`src/design/fowmm_ram.sv`:
```
// Generic single-write, single-read RAM with registered read data.
`default_nettype none
module fowmm_ram #(
  parameter int WIDTH = 8,
  parameter int DEPTH = 256
) (
  input  wire logic                     clk_i,
  input  wire logic                     we_i,
  input  wire logic [$clog2(DEPTH)-1:0] waddr_i,
  input  wire logic [WIDTH-1:0]         wdata_i,
  input  wire logic [$clog2(DEPTH)-1:0] raddr_i,
  output logic      [WIDTH-1:0]         rdata_o
);
  logic [WIDTH-1:0] mem_q [DEPTH];

  always_ff @(posedge clk_i) begin
    if (we_i) begin
      mem_q[waddr_i] <= wdata_i;
    end
    rdata_o <= mem_q[raddr_i];
  end
endmodule
`default_nettype wire

```
`config.mk`:
```
export PLATFORM = sky130hd
export DESIGN_NAME = fowmm_ram
export DESIGN_NICKNAME = d
export VERILOG_FILES = /design/src/design/fowmm_ram.sv
export SDC_FILE = /design/constraint.sdc
export NUM_CORES = 2
export LEC_CHECK = 0
export BUFFER_PORTS_ARGS = -buffer_cell sky130_fd_sc_hd__buf_2
export CAP_MARGIN = 30
export CORE_AREA = 2 2 506 357
export CTS_BUF_LIST = sky130_fd_sc_hd__clkbuf_8 sky130_fd_sc_hd__clkbuf_16
export DETAILED_ROUTE_END_ITERATION = 8
export DIE_AREA = 0 0 508 359
export GPL_TIMING_DRIVEN = 0
export SYNTH_ARGS = -nofsm -noshare
export SYNTH_HDL_FRONTEND = slang
export SYNTH_SLANG_ARGS = --single-unit
export TNS_END_PERCENT = 30
```
`constraint.sdc`:
```
create_clock -name clk_i -period 1.9 [get_ports clk_i]
set_input_delay 0 -clock clk_i [delete_from_list [all_inputs] [get_ports clk_i]]
set_output_delay 0 -clock clk_i [all_outputs]
set_load 0.03 [all_outputs]
```
== Word level (Yosys, flattened, before mapping) ==
Memory sizes are Yosys's and may differ from the RTL's. A register that Yosys moved wholly into a read port is not among the register bits.
Index checks and enable logic that the tools add are counted.

* Multiplexer cells: 2

{| class="wikitable"
|+ Operators with widths
! kind !! number
|-
| $mux 1 || 2
|}

* Register bits after elaboration: 0
* Bits in writable memories: 2048
* Memories kept: 1
* Word-level logic and storage cells: 3

{| class="wikitable"
|+ Memories
! memory !! depth !! width !! read ports !! clocked after Yosys merged registers in !! write ports !! RTL line !! RTL
|-
| mem_q || 256 || 8 || 1 || 1 || 1 || 14 || <nowiki>logic [WIDTH-1:0] mem_q [DEPTH];</nowiki>
|}

== Depth between registers and ports, before layout ==
* Depth after elaboration: 2
* Mapped depth: 11
* Gate-level depth less buffers: 6

== Worst setup path after synthesis ==
OpenSTA, ideal clock, no wires.

* Path type: input port to flip-flop
* Start point: in raddr_i[0]
* End point: reg rdata_o[2] (read register of mem_q)
* Setup slack: -0.038 ns
* Arrival time: 1.807 ns
* Setup time: 0.131 ns
* Stages on the path: 9
* Buffers on the path: 4
* Data required time: 1.769 ns
* Cells stage by stage: buf_6 > buf_12 > buf_8 > buf_2 > mux4_2 > a22oi_1 > a21oi_1 > nor4_1 > nor4_2

{| class="wikitable"
|+ RTL lines
! element !! RTL line !! RTL
|-
| start: declaration || 11 || <nowiki>input wire logic [$clog2(DEPTH)-1:0] raddr_i,</nowiki>
|-
| end: declaration || 12 || <nowiki>output logic [WIDTH-1:0] rdata_o</nowiki>
|}

==> qor.txt <==
FLOORPLANNING
-----------------------------------------------------------------------------------------------------------------
Initial Util                                                                                               0.4467
I/O pin cnt                                                                                                    34
Vert. Die Dim                                                                                              359 um
Core outline area                                                                                     178100 um^2
Die Footprint                                                                                         182400 um^2
Die Width                                                                                                  508 um
Floorplan row count                                                                                           130

SYNTHESIS
-----------------------------------------------------------------------------------------------------------------
Count of unique library cells instantiated by Yosys                                                            55
Netlist area before placement                                                                          79560 um^2
YS warnings                                                                                                     0
Dominant combinational cell family by area after synthesis                                           multiplexers
Post-synthesis sequential area ratio                                                                       0.7750
Complex-gate fraction of the synthesized area                                                             0.03419
Synthesized instance count                                                                                   3733
Net Count, Synth                                                                                             3759
Per-instance average area after synthesis                                                              21.31 um^2
Mux contribution to synthesized area                                                                       0.1462
Fraction of registers with async set/reset                                                                      0
Count of flip-flops with a built-in enable after synthesis                                                   2048
Main synth FF type                                                                                   sky130_fd_sc_hd__edfxtp_1
Post-synthesis simple-gate area fraction                                                                  0.02628
Arithmetic-cell share of the synthesized area counting full adders, half adders and majority gates              0
Post-synthesis xor/xnor area fraction                                                                           0
Register bit count reported by yosys                                                                         2056

POWER AND IR DROP
-----------------------------------------------------------------------------------------------------------------
Total power of the final layout                                                                          93.68 mW
Worst IR Drop VDD                                                                                     0.0009680 V
Power per unit of standard cell area                                                                 1019 nW/um^2
P_leak                                                                                                   28.22 nW

CRITICAL PATH
-----------------------------------------------------------------------------------------------------------------
Crit Path Max Fanout                                                                                           10
Slowest stage delay, CP                                                                                   0.76 ns
Critical path arrival                                                                                     3.29 ns
Cell-by-cell listing of the critical path                                                            buf_2, buf_2, nand2b_1, clkbuf_1, a21oi_1, nor4_1, buf_2, nor4_4
Most prevalent standard cell on the critical path                                                    sky130_fd_sc_hd__buf_2
Required time of the critical path                                                                        2.57 ns
Class of the most critical setup path                                                                primary input to flop
Crit start category                                                                                  primary input
CP max stage cell                                                                                    sky130_fd_sc_hd__clkbuf_1
Critical Path End Type                                                                                       flop

STA
-----------------------------------------------------------------------------------------------------------------
Slack of the critical path                                                                             -0.7185 ns
Final setup violating endpoints                                                                               817
Max-slew violation count                                                                                        0
Highest attainable clock frequency                                                                      381.9 MHz
Final min period                                                                                         2.618 ns
Transition time at the pin with the least slew margin                                                    1.329 ns
Setup repair after global routing missed its margin                                                           yes
Share of the cycle needed by the critical path after routing                                                1.378
Final hold violation count                                                                                      0
Worst rel slew slack                                                                                       0.1142
Setup skew after layout                                                                                0.02358 ns
Total negative slack                                                                                    -75.17 ns

MIN PATH
-----------------------------------------------------------------------------------------------------------------
Worst Hold Class                                                                                     primary input to flop

CELLS AND AREA
-----------------------------------------------------------------------------------------------------------------
Layout overhead on the synthesized area                                                                    15.58%
Final cell count without fillers                                                                             6568
Post-layout nets                                                                                             4060
Final Core Density                                                                                         0.5162
Fraction of layout instances using a drive strength above 1                                                0.2982

GLOBAL ROUTING
-----------------------------------------------------------------------------------------------------------------
Initial antenna violation count                                                                                15
Vias in the first global route                                                                              40012
GRT overflow                                                                                                    0
Global-route wire length before repair                                                                   336.0 mm
Total global routing track utilization                                                                     0.2704
Maximum number of pins on one net before global-route repair                                                  155

DRT
-----------------------------------------------------------------------------------------------------------------
Starting DRC count in detailed routing                                                                       7873
Detailed-route wire length                                                                               248.4 mm
Per-cell via count in the routed design                                                                     6.475
First-pass detailed-route iteration total                                                                       7
Wire per inst                                                                                            37.82 um
Residual antenna-violating net count after detailed routing                                                     0
Remaining DRCs                                                                                                  0
Total number of vias                                                                                        42529

PLACEMENT
-----------------------------------------------------------------------------------------------------------------
Minimum setup slack after placement                                                                     -2.724 ns
Quantity of I/O buffers inserted on ports                                                                      26
Total half-perimeter wirelength after legalization and detailed placement                                167.6 mm
Inst Count DP                                                                                                6202
Final weighted congestion of routability-driven global placement                                           0.9207

CLOCKING
-----------------------------------------------------------------------------------------------------------------
Library cell used as clock root buffer                                                               sky130_fd_sc_hd__clkbuf_16
Insertion delay of the later-clocked pin in the worst-skew pair                                           0.84 ns
Htree depth                                                                                                     4
Worst-path clk slew                                                                                       0.07 ns
Clock tree from TritonCTS                                                                                    done
Clock Path Buffers                                                                                              3
Clock sink total                                                                                             2056
Num CTS Buffers                                                                                               185

OUTCOME
-----------------------------------------------------------------------------------------------------------------
Run status                                                                                           finished with violations
Failing checks                                                                                       negative setup slack

FLOW RUN
-----------------------------------------------------------------------------------------------------------------
Number of maximum-capacitance violations                                                                        0

-- cells in the final DEF, fill, tap and decap left out, drive strengths merged, types with 31 or more instances in the layout --
master and instances:
mux2i 134, o221ai 47, nor2b 31, inv 52
clkbuf 296, buf 223, nand3 34, edfxtp 2048
a22oi 133, nor2 282, a21oi 96, nand2 33
mux4 456, clkinv 80
-- worst paths after layout --
path,slack (ns),endpoint,cells after the start,startpoint
min reg2reg,1.24,rdata_o[5],6,mem_q[32][5]
max reg2reg,-0.60,rdata_o[2],5,mem_q[64][2]
max,-0.72,rdata_o[1],8,raddr_i[5]
min,0.04,mem_q[151][2],3,waddr_i[1]
-- worst max-delay path, delay by kind of cell --
| kind | cells | cell delay (ns) |
|---|---|---|
| AO/OA/AOI/OAI | 1 | 0.37 |
| AND/OR/NAND/NOR | 3 | 0.85 |
| buffers and inverters | 4 | 2.00 |
-- where the power goes --
part           internal (mW)  leakage (nW)  switching (mW)
clock                   20.7          3.10            16.9
sequential              50.0          18.5          0.0285
combinational           1.91          6.65            4.12
total                   72.6          28.2            21.1
-- Yosys cell counts, types with 22 or more instances --
library cell               instances  area [um^2]
sky130_fd_sc_hd__a21oi_1          96        480.5
sky130_fd_sc_hd__buf_2            31        155.2
sky130_fd_sc_hd__clkbuf_1        111        416.7
sky130_fd_sc_hd__a22oi_1         133        998.5
sky130_fd_sc_hd__nor3_1           22        110.1
sky130_fd_sc_hd__nand3_1          34        170.2
sky130_fd_sc_hd__edfxtp_1       2048        61500
sky130_fd_sc_hd__o221ai_1         46        402.9
sky130_fd_sc_hd__mux4_2          454        10220
sky130_fd_sc_hd__nor2_1          282         1059
sky130_fd_sc_hd__nor4_1           24        150.1
sky130_fd_sc_hd__buf_1            22        82.58
sky130_fd_sc_hd__buf_4            27        202.7
sky130_fd_sc_hd__mux2i_1         134         1341
sky130_fd_sc_hd__nand2_1          33        123.9
sky130_fd_sc_hd__nor2b_1          31        193.9
sky130_fd_sc_hd__o22ai_1          28        175.2
-- per-stage QoR --
stage                     instance area [um^2]  hold WS (ns)
after detailed placement                 83790        0.3986
after floorplan                          79590       0.09887
after global routing                     91940       0.02833
after global placement                   82690        0.4359
after CTS                                91190       0.01025
final                                    91950       0.03907
-- timing repair --
action | 4_1_cts | 5_1_grt
hold endpoints to repair | 1119 | 11
endpoints found under the setup margin | 1368 | 1246
hold buffers | 14 | 4
resized for setup | 328 | 196
buffers inserted | 2 | 0
pin swaps | 26 | 15
-- per-layer routing --
layer  GRT usage  wire length (um)  vias up
li1            -                 -    16351
met1      0.4176            102600    22715
met2      0.3617            103200     3059
met3     0.08393             34580      404
met4     0.09084              8094        0
met5           0                 0        -
-- cell families after synthesis --
group	count (synthesis)
AOI/OAI and AO/OA	385
muxes	591
and+or+nand+nor	466
buffers and inverters	235
DFF	2056
-- layout make-up --
| type | instances | area [um^2] |
|---|---|---|
| diodes | 3 | 7.507 |
| fillers | 13910 | 86160 |
| plain buffers | 232 | 1713 |
| inverters | 2 | 8.758 |
| flip-flops and latches | 2056 | 61660 |
| clock inverters | 150 | 1156 |
| repair buffers | 115 | 1421 |
| clock buffers | 192 | 4805 |
| multi-input cells | 1442 | 18210 |
| well taps | 2376 | 2973 |
-- flip-flops by register name (all words and copies together) (netlist names) --
register	flops
mem_q	2048
rdata_o	8
Power figures use the tool's default switching activity.
