[src/design/fowmm_pkg.sv]
// Shared types, constants and the tile palette of the minimap renderer.
`default_nettype none
package fowmm_pkg;

  // Transaction payloads
  typedef struct packed {
    logic [1:0] cmd;
    logic [7:0] pos_x;
    logic [7:0] pos_y;
    logic [4:0] tile_kind;
    logic [5:0] win_x;
    logic [5:0] win_y;
  } in_item_t;

  typedef struct packed {
    logic [7:0] red;
    logic [7:0] green;
    logic [7:0] blue;
    logic [7:0] alpha;
  } out_item_t;

  // Command codes
  localparam logic [1:0] CMD_TILE  = 2'd0;
  localparam logic [1:0] CMD_PLAY  = 2'd1;
  localparam logic [1:0] CMD_CLEAR = 2'd2;
  localparam logic [1:0] CMD_READ  = 2'd3;

  // Fixed widths: offsets within circle or window, signed map coordinates
  localparam int OFS_W = 8;
  localparam int CRD_W = 12;

  localparam logic [5:0]  RADIUS_RST = 6'd8;
  localparam logic [31:0] FOG_PIX    = 32'h0A0A_0FC8;
  localparam logic [31:0] CLEAR_PIX  = 32'h0000_0000;

  // RGBA colour of a tile kind; unknown kinds give an all-zero pixel
  function automatic logic [31:0] kind_colour(input logic [4:0] kind);
    logic [31:0] c;
    case (kind)
      5'd1:    c = 32'h282832FF;
      5'd2:    c = 32'h787882FF;
      5'd3:    c = 32'h1E0F3CFF;
      5'd4:    c = 32'h82501EFF;
      5'd5:    c = 32'hE6E600FF;
      5'd6:    c = 32'h00E6E6FF;
      5'd7:    c = 32'h1450C8FF;
      5'd8:    c = 32'hFF3C00FF;
      5'd9:    c = 32'h146414FF;
      5'd10:   c = 32'h96C8FFFF;
      5'd11:   c = 32'hC8B464FF;
      5'd12:   c = 32'hC8B414FF;
      5'd13:   c = 32'h50B4FFFF;
      5'd14:   c = 32'hC832FFFF;
      5'd15:   c = 32'h32FF82FF;
      5'd16:   c = 32'hC8321EFF;
      5'd17:   c = 32'h644B32FF;
      5'd18:   c = 32'h4B4B4BFF;
      5'd19:   c = 32'h4B3219FF;
      5'd20:   c = 32'hE6E6E6FF;
      5'd21:   c = 32'h414141FF;
      default: c = 32'h00000000;
    endcase
    return c;
  endfunction

endpackage
`default_nettype wire

[src/design/fowmm_shade.sv]
// Window pixel colour from map, explored and tile data of one cell.
`default_nettype none
module fowmm_shade (
  input  wire logic        in_map_i,
  input  wire logic        explored_i,
  input  wire logic        far_i,
  input  wire logic [4:0]  kind_i,
  output logic      [31:0] pix_o
);
  import fowmm_pkg::*;

  logic [31:0] col;

  always_comb begin
    col = kind_colour(kind_i);
    // beyond vision: halve rgb, keep alpha
    if (far_i) begin
      col = ((col >> 1) & 32'h7F7F7F00) | (col & 32'h000000FF);
    end
    if (!in_map_i) begin
      pix_o = CLEAR_PIX;
    end else if (!explored_i) begin
      pix_o = FOG_PIX;
    end else begin
      pix_o = col;
    end
  end
endmodule
`default_nettype wire

[config.mk]
export PLATFORM = sky130hd
export DESIGN_NAME = fowmm_shade
export DESIGN_NICKNAME = d
export VERILOG_FILES = /design/src/design/fowmm_pkg.sv /design/src/design/fowmm_shade.sv
export SDC_FILE = /design/constraint.sdc
export NUM_CORES = 1
export LEC_CHECK = 0
export ABC_CLOCK_PERIOD_IN_PS = 2650
export BUFFER_PORTS_ARGS = -buffer_cell sky130_fd_sc_hd__clkbuf_2
export CELL_PAD_IN_SITES_DETAIL_PLACEMENT = 0
export CELL_PAD_IN_SITES_GLOBAL_PLACEMENT = 1
export CORE_UTILIZATION = 29
export DETAILED_ROUTE_END_ITERATION = 8
export PLACE_DENSITY_LB_ADDON = 0.1
export SLEW_MARGIN = 5
export SYNTH_ARGS = -nofsm -noshare
export SYNTH_HDL_FRONTEND = slang
export SYNTH_SLANG_ARGS = --single-unit
[constraint.sdc]
create_clock -name vclk -period 2.65
set_clock_uncertainty 0.2 [all_clocks]
set_input_delay 0.1325 -clock vclk [all_inputs]
set_output_delay 0.1325 -clock vclk [all_outputs]
set_load 0.02 [all_outputs]
======== Word level (Yosys, flattened, before mapping) ========
Memory sizes are Yosys's and may differ from the RTL's.
Index checks and enable logic that the tools add are counted.
storage, ports and cells
  bits in registers ....................... 0
  memory bits (read-only) ................. 1,024
  input port bits ......................... 8
  output and inout port bits .............. 32
  logic and storage cells ................. 5
  memories ................................ 1
memories
  memory           words  width  rd ports  clocked after memory_dff  wr ports  RTL line         source
  (no name shown)  32     32     1         0                         0         fowmm_pkg.sv:39  case (kind)
operators by class
  muxes and demuxes ....................... 3
  bitwise logic cells ..................... 1
operator list
  cell          count
  $mux 32       3
  $or 31x8->31  1

======== Longest topological paths before layout ========
An unclocked memory read counts as a cell.
  depth in word-level cells ............... 5
  gate-level depth with buffers ........... 8
  gate-level depth less buffers ........... 6

======== Worst setup path after synthesis ========
No wires, ideal clock.
  path kind ............................... input to output
  start ................................... in kind_i[1]
  end ..................................... out pix_o[20]
  data arrival time ....................... 1,959 ps
  data required time ...................... 2,318 ps
  slack ................................... 359 ps
  stages .................................. 7
  path buffers ............................ 1
  cells stage by stage .................... clkbuf_1 inv_1 ha_1 nor2b_1 o21ai_1 a31oi_1 a311oi_1
between the ends
  longest elaborated chain between the ends .. 5
ends and longest elaborated chain
  element          RTL line           source
  from (decl)      fowmm_shade.sv:7   input wire logic [4:0] kind_i,
  $mem_v2 32x32 *  n/a
  $or 31x8->31     fowmm_shade.sv:18  col = ((col >> 1) & 32'h7F7F7F00) | (col & 32'h000000FF);
  $mux 32 *        fowmm_shade.sv:17  if (far_i) begin
  $mux 32 *        fowmm_shade.sv:22  end else if (!explored_i) begin
  $mux 32 *        fowmm_shade.sv:20  if (!in_map_i) begin
  to (decl)        fowmm_shade.sv:8   output logic [31:0] pix_o
Mark *: on every way between the ends. The rest lies on a longest branch, timed or not.

======== Worst setup path after layout ========
  start ................................... in kind_i[0]
  end ..................................... out pix_o[20]
Same word-level chain as after synthesis.

==> flow_metrics.env <==
export IMPL_synthCells=208
export IMPL_overflow=0
export IMPL_hold_path_end="pix_o[8]"
export IMPL_hold_path_depth=3
export IMPL_ios=40
export IMPL_placementRows=24
export IMPL_setup_viol=0
export IMPL_holdBufCountCts=0
export IMPL_synth_top_cell_by_area="a21oi_1"
export IMPL_crit_path_start="kind_i[0]"
export IMPL_grt_max_degree=28
export IMPL_postRouteAntennaNets=0
export IMPL_highest_layer="met4"
export IMPL_drc_errors=0
export IMPL_slew_headroom_pct=59.19
export IMPL_wl_met3_um=390
export IMPL_power_total_mw=0.3186
export IMPL_p_leak_nw=0.6540
export IMPL_run_status="completed"
export IMPL_maxSlewViolCount=0
export IMPL_wirelength_mm=5.186
export IMPL_hold_viol=0
export IMPL_die_x_um=71.61
export IMPL_hp_start="in_map_i"
export IMPL_m1WireLength_mm=2.239
export IMPL_period_needed_ns=2.450
export IMPL_ys_warn_count=0
export IMPL_worst_pin_slew_ns=0.6122
export IMPL_crit_required_ns=2.32
export IMPL_grt_pass1_wl_mm=8.349
export IMPL_syn_to_final_growth_pct=12.91
export IMPL_timing_final_crit_share_pct=92.46
export IMPL_postCtsResizedCells=0
export IMPL_vdd_drop_max_v=0.00007063
export IMPL_seq_cells=0
export IMPL_start_kind="input port"
export IMPL_antenna_found_initial=0
export IMPL_critPathCaptureType="primary output"
export IMPL_rsz0062_at_grt="false"
export IMPL_timing_fmax_mhz=408.1
export IMPL_n_fill_cell=491
export IMPL_syn_nets=223
export IMPL_arrival_ns=2.12
export IMPL_clkbuf_count=0
export IMPL_port_buffers=40
export IMPL_seq_area_sq_um=0
export IMPL_firstDrtPassIters=5
export IMPL_synth_cell_types=55
export IMPL_met2WireLength_mm=2.316
export IMPL_hpwl_mm=4.046
export IMPL_maxCapViolations=0
export IMPL_worstSetupPathType="in2out"
export IMPL_post_cts_setup_buffer_count=0
export IMPL_insertedDiodeCount=0
export IMPL_first_global_vias=1567
export IMPL_power_density_nw_per_um2=200.8
export IMPL_gp_congestion=0.9094
export IMPL_layout_drive_gt1_share_pct=28.88
export IMPL_dieArea_sq_um=5127
export IMPL_post_drt_wl_per_cell_um=18.26
export IMPL_syn_avg_cell_area_sq_um=6.755
export IMPL_fin_nets=249
export IMPL_crit_fanout=9
export IMPL_yosysTopAreaCellShare_pct=6.768
export IMPL_viasPerCell=6.134
export IMPL_vias=1742
export IMPL_synth_area_sq_um=1405
export IMPL_synth_area_top_cells="a21oi_1, ha_1, nand2b_1"
export IMPL_track_usage_pct=20.66
export IMPL_start_util_pct=31.19
export IMPL_die_h_um=71.61
export IMPL_first_iter_violations=151
export IMPL_hp_class="in2out"
export IMPL_tns_ns=0
export IMPL_synth_seq_area_share_pct=0
export IMPL_core_area_sq_um=4504
per-layer routing:
metal	vias to the layer above	track usage, %
li1	827	-
met1	796	29.35
met2	99	33.02
met3	20	0.7032
met4	0	8.061
met5	-	0
worst max-delay path by stage:
stage               cells past startpoint        end
CTS                                     8  pix_o[20]
detailed placement                      8  pix_o[20]
global placement                        8  pix_o[20]
finish                                  8  pix_o[20]
global route                            8  pix_o[20]
floorplan                               7  pix_o[20]
synthesized netlist by cell type, types with 6 or more instances:
| cell type | count |
|---|---|
| a21oi_1 | 19 |
| nand2_1 | 15 |
| nor2_1 | 14 |
| nand2b_1 | 13 |
| nor2b_1 | 11 |
| o21ai_0 | 11 |
| nor3_1 | 10 |
| buf_4 | 9 |
| ha_1 | 7 |
| nand3_1 | 7 |
| clkbuf_1 | 6 |
| inv_1 | 6 |
area by class of cell:
type	instances	area, sq um	area share (%)
Multi-Input combinational cell	177	1226	77.29
Timing Repair Buffer	47	265.3	16.72
Inverter	8	30.03	1.893
Tap cell	52	65.06	4.101
kinds of logic after synthesis:
kind of cell / synth area share, %
buf+inv: 12.73
xor+xnor: 0.6234
mux: 2.226
simple gates: 31.52
fa+ha+maj: 6.233
compound gates: 46.66
critical path: stages:
cell and delay (ns):
clkbuf_2 0.19, inv_1 0.12, ha_1 0.45, nor2b_1 0.39, nor2_1 0.07, o31ai_1 0.39, a311oi_1 0.17, clkbuf_2 0.19
layout by cell type, fill, tap and decap left out, types with 2 or more instances in the layout:
master    count
a21boi_0      2
inv_2         2
a211o_1       2
a311oi_1      3
nand2_1      15
a31oi_1       4
a221oi_1      2
and2_1        2
nor2_1       14
clkbuf_2     40
a221oi_2      2
a211oi_1      5
o221a_1       2
buf_4         6
inv_1         6
o22ai_1       3
nor3_1       10
o211ai_1      2
nand3_1       7
a211oi_2      4
nand2b_1     13
o211a_1       2
a21oi_2       2
ha_1          7
o21ai_0      11
o21ai_1       4
a221o_1       2
nor2b_1      11
a21oi_1      19
a21o_1        2
mux2i_1       2
o21bai_1      2
where the power goes:
group | leakage (nW) | switching (mW) | internal (mW)
registers | 0 | 0 | 0
clock network | 0 | 0 | 0
logic | 0.654 | 0.210 | 0.109
per-stage QoR:
| step | area, sq um | util (%) | worst slack, ns | std cells | hold WS, ns |
|---|---|---|---|---|---|
| after floorplan | 1405 | - | 0.3588 | 208 | 0.2866 |
| after global placement | 1587 | 35.22 | 0.2944 | 284 | 0.4933 |
| after detailed placement | 1587 | 35.22 | 0.2502 | 284 | 0.4932 |
| after CTS | 1587 | 35.22 | 0.2364 | 284 | 0.4935 |
| after global routing | 1587 | 35.22 | 0.03056 | 284 | 0.5253 |
| final | 1587 | 35.22 | 0.1999 | 284 | 0.4961 |
(Power assumes the default switching activity.)
